**src/rtl/core/swf_pkg.sv**
```systemverilog
package swf_pkg;

    localparam int TAP_COUNT = 64;
    localparam int TAP_W     = 6;
    localparam int SAMPLE_W  = 16;
    localparam int COEF_W    = 8;
    localparam int PROD_W    = SAMPLE_W + COEF_W;
    // The sum of the coefficient magnitudes is 458, so 25 signed bits always hold the sum.
    localparam int ACC_W     = 25;
    localparam int SUM_SHIFT = 6;

    localparam logic signed [ACC_W-1:0] SAT_HI = ACC_W'(32767);
    localparam logic signed [ACC_W-1:0] SAT_LO = ACC_W'(-32768);

    // Entry 0 meets the oldest sample, and the last entry meets the newest.
    localparam logic signed [COEF_W-1:0] COEF_TABLE [TAP_COUNT] = '{
          8'sd4,  -8'sd6,   8'sd4, -8'sd11,  -8'sd1,  -8'sd5,   8'sd3,   8'sd3,
         -8'sd2,   8'sd5,  -8'sd5,   8'sd0,   8'sd9,   8'sd1,   8'sd6,   8'sd3,
         -8'sd4,  -8'sd1,  -8'sd5,  -8'sd3,  -8'sd2,  -8'sd5,  -8'sd7,   8'sd1,
          8'sd6,  -8'sd7,  8'sd30, -8'sd29,  8'sd12,  -8'sd3, -8'sd11,   8'sd4,
         -8'sd3,   8'sd7, -8'sd20,  8'sd23,   8'sd2,   8'sd0,   8'sd1,  -8'sd6,
        -8'sd14,  -8'sd5,  8'sd15, -8'sd18,   8'sd6,   8'sd7,  8'sd15, -8'sd10,
        -8'sd14,  8'sd22,  -8'sd7,  -8'sd2,  -8'sd4,   8'sd9,   8'sd6, -8'sd12,
          8'sd6,  -8'sd6,   8'sd0, -8'sd11,   8'sd0,  -8'sd5,   8'sd4,   8'sd0
    };

    typedef struct packed {
        logic clear;
        logic enable;
    } mac_ctrl_t;

endpackage

```
**src/rtl/core/swf_hist_ram.sv**
```systemverilog
module swf_hist_ram
    import swf_pkg::*;
(
    input  logic                       clk,
    input  logic                       rst_n,
    input  logic                       wr_en,
    input  logic [TAP_W-1:0]           wr_addr,
    input  logic signed [SAMPLE_W-1:0] wr_data,
    input  logic [TAP_W-1:0]           rd_addr,
    output logic signed [SAMPLE_W-1:0] rd_data
);

    logic signed [SAMPLE_W-1:0] mem [TAP_COUNT];
    logic [TAP_COUNT-1:0]       valid_reg;
    logic signed [SAMPLE_W-1:0] rd_data_reg;
    logic                       rd_valid_reg;

    // Entries not yet written since reset read as zero history.
    always_ff @(posedge clk or negedge rst_n)
    begin
        if (!rst_n)
        begin
            valid_reg    <= '0;
            rd_valid_reg <= 1'b0;
        end
        else
        begin
            rd_valid_reg <= valid_reg[rd_addr];
            if (wr_en)
            begin
                valid_reg[wr_addr] <= 1'b1;
            end
        end
    end

    always_ff @(posedge clk)
    begin
        if (wr_en)
        begin
            mem[wr_addr] <= wr_data;
        end
        rd_data_reg <= mem[rd_addr];
    end

    assign rd_data = rd_valid_reg ? rd_data_reg : '0;

endmodule

```
**src/rtl/core/swf_mac.sv**
```systemverilog
module swf_mac
    import swf_pkg::*;
(
    input  logic                       clk,
    input  logic                       rst_n,
    input  mac_ctrl_t                  ctrl,
    input  logic signed [SAMPLE_W-1:0] data,
    input  logic signed [COEF_W-1:0]   coef,
    output logic signed [ACC_W-1:0]    acc
);

    logic signed [PROD_W-1:0] prod_reg;
    logic                     prod_en_reg;
    logic signed [ACC_W-1:0]  acc_reg;

    // The product is registered before it is added, so the unit has two stages.
    always_ff @(posedge clk)
    begin
        prod_reg <= data * coef;
    end

    always_ff @(posedge clk or negedge rst_n)
    begin
        if (!rst_n)
        begin
            prod_en_reg <= 1'b0;
            acc_reg     <= '0;
        end
        else
        begin
            prod_en_reg <= ctrl.enable;
            if (ctrl.clear)
            begin
                acc_reg <= '0;
            end
            else if (prod_en_reg)
            begin
                acc_reg <= acc_reg + ACC_W'(prod_reg);
            end
        end
    end

    assign acc = acc_reg;

endmodule

```
**src/rtl/core/stereo_widening_fir64_top.sv**
```systemverilog
// Stereo widening filter: a 64-tap FIR with fixed signed 8-bit coefficients over an
// interleaved stereo stream of signed 16-bit samples. Each request carries one sample
// and a block-end mark; each produces exactly one result, the sum of the last 64
// samples (oldest against the first coefficient) shifted arithmetically right by 6
// and saturated to signed 16 bits, with the block-end mark copied alongside. The
// history starts as zeros after reset and runs on across block boundaries. One
// multiplier is shared over all taps under a small sequencer: an accepted request
// goes through the tap reads from the history memory, a drain while the last product
// and sum settle after the final read, and the load of the output register. in_stall
// stays high for that whole time, so a new request is accepted only after the
// previous result has been loaded. While an earlier result still blocks the output
// register, the load waits and in_stall stays high longer. The next request may be
// accepted while the previous result still waits for the downstream side.
// No clearing pass is needed after reset; per-entry valid bits stand in for it.
module stereo_widening_fir64_top
    import swf_pkg::*;
(
    input  logic                       clk,
    input  logic                       rst_n,
    input  logic                       in_valid,
    output logic                       in_stall,
    input  logic signed [SAMPLE_W-1:0] sample_in,
    input  logic                       end_of_block,
    output logic                       out_valid,
    input  logic                       out_stall,
    output logic signed [SAMPLE_W-1:0] sample_out,
    output logic                       last_of_block
);

    // Sequencer states, one-hot.
    typedef enum logic [3:0] {
        S_IDLE   = 4'b0001,
        S_RUN    = 4'b0010,
        S_DRAIN  = 4'b0100,
        S_FINISH = 4'b1000
    } state_t;

    state_t                     state_reg;
    state_t                     state_next;
    logic [TAP_W-1:0]           tap_reg;
    logic [TAP_W-1:0]           tap_next;
    logic [TAP_W-1:0]           wptr_reg;
    logic [TAP_W-1:0]           wptr_next;
    logic                       drain_reg;
    logic                       drain_next;
    logic                       rd_issue_reg;
    logic signed [COEF_W-1:0]   coef_reg;
    logic                       eob_reg;
    logic                       out_valid_reg;
    logic signed [SAMPLE_W-1:0] sample_out_reg;
    logic                       last_reg;

    logic                       accept;
    logic                       load_out;
    logic [TAP_W-1:0]           rd_addr;
    logic signed [SAMPLE_W-1:0] rd_data;
    logic signed [ACC_W-1:0]    acc;
    logic signed [ACC_W-1:0]    shifted;
    logic signed [SAMPLE_W-1:0] sat_value;
    mac_ctrl_t                  mac_ctrl;

    assign in_stall = (state_reg != S_IDLE);
    assign accept   = in_valid && !in_stall;

    // The result register is free when empty or when its contents leave this cycle.
    assign load_out = (state_reg == S_FINISH) && (!out_valid_reg || !out_stall);

    // The new sample sits at the write pointer; tap 0 reads the slot after it, which
    // holds the sample from 63 requests ago, and tap 63 reads the new sample itself.
    assign rd_addr = wptr_reg + TAP_W'(1) + tap_reg;

    always_comb
    begin
        state_next = state_reg;
        tap_next   = tap_reg;
        wptr_next  = wptr_reg;
        drain_next = drain_reg;
        unique case (state_reg)
            S_IDLE:
            begin
                if (accept)
                begin
                    state_next = S_RUN;
                    tap_next   = '0;
                end
            end
            S_RUN:
            begin
                tap_next = tap_reg + TAP_W'(1);
                if (tap_reg == TAP_W'(TAP_COUNT - 1))
                begin
                    state_next = S_DRAIN;
                    drain_next = 1'b0;
                end
            end
            S_DRAIN:
            begin
                // The drain waits while the last product passes the multiplier and adder.
                drain_next = 1'b1;
                if (drain_reg)
                begin
                    state_next = S_FINISH;
                end
            end
            S_FINISH:
            begin
                if (load_out)
                begin
                    state_next = S_IDLE;
                    wptr_next  = wptr_reg + TAP_W'(1);
                end
            end
            default:
            begin
                state_next = S_IDLE;
            end
        endcase
    end

    always_ff @(posedge clk or negedge rst_n)
    begin
        if (!rst_n)
        begin
            state_reg     <= S_IDLE;
            tap_reg       <= '0;
            wptr_reg      <= '0;
            drain_reg     <= 1'b0;
            rd_issue_reg  <= 1'b0;
            out_valid_reg <= 1'b0;
        end
        else
        begin
            state_reg    <= state_next;
            tap_reg      <= tap_next;
            wptr_reg     <= wptr_next;
            drain_reg    <= drain_next;
            rd_issue_reg <= (state_reg == S_RUN);
            if (load_out)
            begin
                out_valid_reg <= 1'b1;
            end
            else if (!out_stall)
            begin
                out_valid_reg <= 1'b0;
            end
        end
    end

    // The coefficient is delayed to line up with the registered memory read.
    always_ff @(posedge clk)
    begin
        coef_reg <= COEF_TABLE[tap_reg];
        if (accept)
        begin
            eob_reg <= end_of_block;
        end
        if (load_out)
        begin
            sample_out_reg <= sat_value;
            last_reg       <= eob_reg;
        end
    end

    // Arithmetic shift rounds toward minus infinity, then the value is clipped.
    assign shifted = acc >>> SUM_SHIFT;

    always_comb
    begin
        if (shifted > SAT_HI)
        begin
            sat_value = SAMPLE_W'(SAT_HI);
        end
        else if (shifted < SAT_LO)
        begin
            sat_value = SAMPLE_W'(SAT_LO);
        end
        else
        begin
            sat_value = SAMPLE_W'(shifted);
        end
    end

    assign mac_ctrl.clear  = accept;
    assign mac_ctrl.enable = rd_issue_reg;

    swf_hist_ram u_hist_ram (
        .clk     (clk),
        .rst_n   (rst_n),
        .wr_en   (accept),
        .wr_addr (wptr_reg),
        .wr_data (sample_in),
        .rd_addr (rd_addr),
        .rd_data (rd_data)
    );

    swf_mac u_mac (
        .clk   (clk),
        .rst_n (rst_n),
        .ctrl  (mac_ctrl),
        .data  (rd_data),
        .coef  (coef_reg),
        .acc   (acc)
    );

    assign out_valid     = out_valid_reg;
    assign sample_out    = sample_out_reg;
    assign last_of_block = last_reg;

endmodule

```
**config.mk**
```make
export PLATFORM = sky130hd
export DESIGN_NAME = stereo_widening_fir64_top
export DESIGN_NICKNAME = d
export VERILOG_FILES = /design/src/rtl/core/swf_pkg.sv /design/src/rtl/core/swf_hist_ram.sv /design/src/rtl/core/swf_mac.sv /design/src/rtl/core/stereo_widening_fir64_top.sv
export SDC_FILE = /design/constraint.sdc
export NUM_CORES = 1
export LEC_CHECK = 0
export ABC_AREA = 1
export ABC_CLOCK_PERIOD_IN_PS = 5800
export BUFFER_PORTS_ARGS = -buffer_cell sky130_fd_sc_hd__buf_2
export CAP_MARGIN = 20
export CORE_ASPECT_RATIO = 0.9
export CORE_MARGIN = 5
export CORE_UTILIZATION = 49
export CTS_BUF_LIST = sky130_fd_sc_hd__clkbuf_4 sky130_fd_sc_hd__clkbuf_8
export DETAILED_ROUTE_END_ITERATION = 10
export PLACE_DENSITY = 0.61
export SETUP_SLACK_MARGIN = 0.5
export SYNTH_ARGS = -nofsm -noshare
export SYNTH_HDL_FRONTEND = slang
export SYNTH_SLANG_ARGS = --single-unit
export TNS_END_PERCENT = 1
```
**constraint.sdc**
```tcl
create_clock -name clk -period 5.8 [get_ports clk]
set_input_delay 1.74 -clock clk [delete_from_list [all_inputs] [get_ports clk]]
set_output_delay 1.74 -clock clk [all_outputs]
set_load 0.005 [all_outputs]
```
==> results of run 1 <==
-- through the flow --
step                      cells  worst slack (ns)  hold slack, ns
final                      8186             0.878           0.352
after global routing       8185             0.570           0.369
after CTS                  8183             0.952           0.355
after detailed placement   7832             0.975           0.340
after global placement     7832             0.993           0.333
after floorplan            6350              1.35           0.331
-- worst max-delay path by stage --
stage | from | endpoint | slack, ns | cells after the start
after floorplan | u_hist_ram.rd_valid_reg | u_mac.prod_reg[22] | 1.35 | 17
after detailed placement | u_hist_ram.rd_valid_reg | u_mac.prod_reg[23] | 0.98 | 16
final | u_hist_ram.rd_valid_reg | u_mac.prod_reg[21] | 0.88 | 21
after CTS | u_hist_ram.rd_valid_reg | u_mac.prod_reg[21] | 0.95 | 21
after global routing | u_hist_ram.rd_valid_reg | u_mac.prod_reg[21] | 0.57 | 21
after global placement | u_hist_ram.rd_valid_reg | u_mac.prod_reg[21] | 0.99 | 21
-- synthesized netlist by cell type (3+ instances only) --
cell      instances
clkbuf_1        168
o22ai_1           4
nand3_1         876
fa_1             97
nand3b_1          3
nor3_1           14
xor2_1           23
nand2_1        1997
buf_4             3
buf_2            65
dfrtp_1         109
a21oi_1          70
inv_1          1288
dfxtp_1          46
buf_1            33
o31ai_1           4
clkinv_1          5
ha_1             86
or2_2             4
xnor2_1           4
edfxtp_1       1042
nand4_1          11
o21ai_0         123
nand2_2           3
nor2_1          239
o211ai_1          5
o21ai_1           3
-- layer usage --
layer	share of wire	vias up
met1	0.45	19900
met2	0.45	1468
met4	0.027	4
li1	-	20200
met3	0.073	277
met5	0.00018	-
-- final cells by class --
class                      count  area (um2)  share of cell area
antenna                        3        7.51            0.000116
clock buffer                 285        3410              0.0528
clock inverter                66         417             0.00645
inverter                    1295        4880              0.0755
multi-input combinational   3588       17600               0.272
sequential                  1198       35000               0.542
tap                         1586        1980              0.0307
timing repair buffer         165        1340              0.0208
-- kinds of logic (layout without fill, tap and decap cells) --
logic type | Yosys count | in the layout | synth area share
buf+inv | 1564 | 1811 | 0.102
xor+xnor | 29 | 29 | 0.00460
flops | 1198 | 1198 | 0.598
simple gates | 3152 | 3152 | 0.223
compound gates | 223 | 223 | 0.0202
other cells | 0 | 3 | 0
fa+ha+maj | 183 | 183 | 0.0516
mux | 1 | 1 | 0.000171
==> results.md, run 1 <==
- Outcome: completed
- Post-Route WL: between 150000 and 200000 um
- CP max FO: 21
- Hold Path Origin: rd_issue_reg
- Max_slew headroom: 0.296
- Mapped Area: between 50000 and 60000 um2
- TritonRoute pass-1 iters: 6
- Fmax: 0.203 GHz
- GRT overflow: 0
- Crit path buf inv count: 2
- Worst EP required: 6.58 ns
- Largest net degree at the start of global routing: 156
- Worst Reg-to-Reg Cells: 21
- Net count after synthesis: 6554
- Avg WL per Cell: 19.0 um
- Grt met2 use: 0.389
- CP most frequent cell: nand2_1
- Setup Fix Bufs, Post-CTS: 0
- Layout cell share with drive strength beyond 1: 0.0750
- Mapped Cells: 6350
- Cell area after layout: 64600 um2
- Port Buffers: 39
- Area growth syn-to-layout: 10.5%
- Crit-path slowest cell: dfrtp_1
- Commonest non-fill, non-tap cells in the layout: 1996 x nand2_1, 1286 x inv_1, 1042 x edfxtp_1
- First-pass GRT wire length: 238000 um
- Critical Path Source Type: register
- Clk_lat worst skew: 0.92 ns
- Worst Hold Endpoint: u_mac.prod_en_reg
- Vias per cell: 5.11
- CTS tree: done
- GR peak layer: met2
- R2R setup slack: 0.88 ns
- Commonest non-fill, non-tap cell in the layout: nand2_1
- RSZ-0062 raised after global routing: false
- Fraction of registers with async set or reset after synthesis: 0.0918
- Synth top area share: 0.536
- Max Clock Skew: 0.0456 ns
- Yosys warns: 0
- Antenna violations before repair: 6
- Die Span X: 374 um
- Cell taking the most area after synthesis: edfxtp_1
- Util after Layout: 0.544
- Core Box Area: 119000 um2
- Via count: 41800
- Seq/Total Area, Yosys: 0.598
- CTS resizes: 0
- Largest incremental delay on the critical path: around 0.80 ns
- Placed Area: 60700 um2
- Nets@finish: roughly 6600
- Clk root buf: clkbuf_8
- Final GP Congestion: 0.879
- Final Hold Viols: 0
- R2R Path End: u_mac.prod_reg[21]
- Io pins: 40
- Vias in the first global route: 40200
- Htree depth: 4
- Hold Crit Depth: 0
- Final setup viols: 0
- Crit path kind: register to register
- Final Max Slew Viols: 0
- Max FFs per register: 1024
- Delay-heaviest family, CP: adder cells
- Number of flops mapped to enable cells by yosys: 1042
- DP Wirelength: approximately 93000 um
- # clock sinks: roughly 1200
- Fin crit share: 0.849
- M1 GR Usage: 0.351
- Total global-route track usage: 0.245
- Drt drc: 0
- Crit. End Element: register
- CTS Buffer Depth: 3
- Top_reg_cell synth: edfxtp_1
- Site Rows: 120
- Setup TNS: 0 ns
- Clock period minus worst slack: 4.92 ns
- CTS Hold Buffers Added: 0
- Synth cell types: 44
- Antenna viol nets, final: 0
- Reg2Reg Launch Point: u_hist_ram.rd_valid_reg
- Crit-path cells: nand2_1 > nor3_1 > nor2_1 > ha_1 > or2_2 > fa_1 > fa_1 > inv_1 > fa_1 > inv_1 > ha_1 > a21oi_1 > nor2_1 > nor2_1 > nand2_1 > nand2_1 > nand2_1 > nand2_1 > nand2_1 > nand2_1 > nand2_1
- DR iter-0 viols: around 4200
- Fill count: 10600
- Clock Pin Slew Worst Setup and Hold Paths: 0.06 ns
- Met3 Usage GRT: 0.0402
- Type of the tightest min-delay check: register to register
- Synth Register Bits: approximately 1200
- CTS Buf Count: 194
- Worst slew pin tran: 1.06 ns
- Starting Density: 0.492
- Max-Cap Viols: 0
- Die ar.: 126000 um2
- Die Y: between 300 and 400 um
- Synth top area cells: edfxtp_1 54%, nand2_1 13%, inv_1 8.3%, nand3_1 7.5%, dfrtp_1 4.7%
- Arrival @ worst endpoint: 5.70 ns
- Avg Cell Area, Syn: 9.20 um2
Power of run 1 is left out: the tool's default activity adds up to more than one toggle a clock period on the data nets, which glitch-free logic cannot reach.
==> inputs of run 2 (changes only) <==
- ABC_CLOCK_PERIOD_IN_PS: 5800 -> 4740
- clock period: 5.8 -> 4.74 ns (I/O delays scaled with it)
==> results.md, run 2 (synthesized netlist as in run 1, its figures left out) <==
- Max Clock Skew: 0.0464 ns
- Setup TNS: 0 ns
- Fmax: roughly 0.24 GHz
- CTS Buffer Depth: 3
- Final Hold Viols: 0
- Commonest non-fill, non-tap cell in the layout: nand2_1
- Final GP Congestion: 0.906
- Clk root buf: clkbuf_8
- Total global-route track usage: 0.248
- Crit-path cells: buf_12 > buf_12 > nand2_2 > nor2_1 > fa_1 > fa_1 > fa_1 > inv_1 > fa_1 > inv_1 > ha_4 > nand2_2 > nor2_2 > inv_1 > nor3_1 > nand2_1 > nand2_1 > xor2_1
- Vias in the first global route: 40300
- Via count: between 40000 and 50000
- Clk_lat worst skew: 0.91 ns
- Commonest non-fill, non-tap cells in the layout: 1956 x nand2_1, 1270 x inv_1, 1042 x edfxtp_1
- Largest incremental delay on the critical path: 0.54 ns
- Fill count: 10500
- Type of the tightest min-delay check: register to register
- Seq. cell area: 35000 um2
- Htree depth: 4
- Clock Pin Slew Worst Setup and Hold Paths: 0.06 ns
- Nets@finish: ~6700
- # clock sinks: 1198
- Drt drc: 0
- Port Buffers: 39
- DP Wirelength: 95100 um
- Layout cell share with drive strength beyond 1: 0.103
- Crit path kind: register to register
- Avg WL per Cell: approximately 19 um
- Final setup viols: 0
- Worst EP required: 5.55 ns
- Final setup margin: 0.524 ns
- Outcome: completed
- CP max FO: 6
- Starting Density: 0.492
- CP most frequent cell: fa_1
- First-pass GRT wire length: 241000 um
- CTS Buf Count: ~190
- Critical Path Source Type: register
- Worst slew pin tran: 1.14 ns
- Max_slew headroom: 0.237
- Die Y: 338 um
- Max FFs per register: ~1000
- Post-Route WL: between 150000 and 200000 um
- Clock period minus worst slack: roughly 4.2 ns
- RSZ-0062 raised after global routing: true
- GRT overflow: 0
- CTS Hold Buffers Added: 0
- Site Rows: 120
- Fin crit share: 0.890
- Worst slack at placement: 0.157 ns
- Arrival @ worst endpoint: about 5 ns
- Die ar.: 126000 um2
- Antenna violations before repair: 3
- Largest net degree at the start of global routing: 131
- TritonRoute pass-1 iters: 6
- Multi-input logic area: 18200 um2
- Max-Cap Viols: 0
- Crit-path slowest cell: fa_1
- Vias per cell: 5.11
- Area growth syn-to-layout: 12.8%
- Crit. End Element: register
- DR iter-0 viols: 4001
- Core Box Area: 119000 um2
- Die Span X: 374 um
- Io pins: 40
- CTS tree: done
- Antenna viol nets, final: 0
- Final Max Slew Viols: 0
run 2: cell count changes in the layout (fill, tap and decap cells not counted), sizes merged:
cell      change
inv           -9
clkinvlp     +10
diode         +1
bufinv        +2
clkbuf        -4
buf          +69
run 2: final cells by class:
cell class | count | area share
clock buffers | 280 | 0.0512
multi-input cells | 3588 | 0.276
repair buffers | 235 | 0.0313
diodes | 4 | 0.000152
clock inverters | 69 | 0.00621
well taps | 1586 | 0.0301
flip-flops and latches | 1198 | 0.530
inverters | 1295 | 0.0743
run 2: metal layers:
metal | part of all wire | vias up | track usage
met1 | 0.45 | 20200 | 0.357
met2 | 0.45 | 1385 | 0.386
met5 | 0 | - | 0
met3 | 0.075 | 256 | 0.0456
li1 | - | 20300 | -
met4 | 0.027 | 0 | 0.0785
run 2: worst max-delay path: cells and delay by family, from the launching register on:
family	cells	cell delay, ns
adder cells (fa/ha/maj)	5	2.34
AND/OR/NAND/NOR	7	0.71
flip-flops	1	0.44
buffers and inverters	5	0.49
XOR/XNOR	1	0.16
run 2: timing repair:
item,in CTS,in global routing
resized for setup,32,156
cloned,0,1
pin swaps,3,54
endpoints found under the setup margin,15,14
endpoints found under the hold margin,0,0
buffers inserted,4,20
run 2: worst paths after layout:
| kind | slack (ns) | to | startpoint | cells past startpoint |
|---|---|---|---|---|
| min in group asynchronous | 0.52 | u_mac.acc[24] | rst_n | 1 |
| max in group asynchronous | 3.31 | state_reg[0] | rst_n | 2 |
| worst max-delay path | 0.52 | u_mac.prod_reg[17] | u_hist_ram.rd_valid_reg | 18 |
| worst max register to register | 0.52 | u_mac.prod_reg[17] | u_hist_ram.rd_valid_reg | 18 |
| worst min register to register | 0.36 | u_mac.prod_en_reg | rd_issue_reg | 0 |
| worst min-delay path | 0.36 | u_mac.prod_en_reg | rd_issue_reg | 0 |
run 2: stage by stage:
stage | hold WS (ns) | instances | util | area, um2
3_5_place_dp | 0.336 | 7874 | 0.515 | 61100
6_report | 0.356 | 8255 | 0.555 | 65900
2_1_floorplan | 0.331 | 6350 | - | 58400
4_1_cts | 0.352 | 8227 | 0.548 | 65000
3_3_place_gp | 0.336 | 7873 | 0.514 | 61100
5_1_grt | 0.382 | 8252 | 0.555 | 65900
Power of run 2 is left out for the same reason.
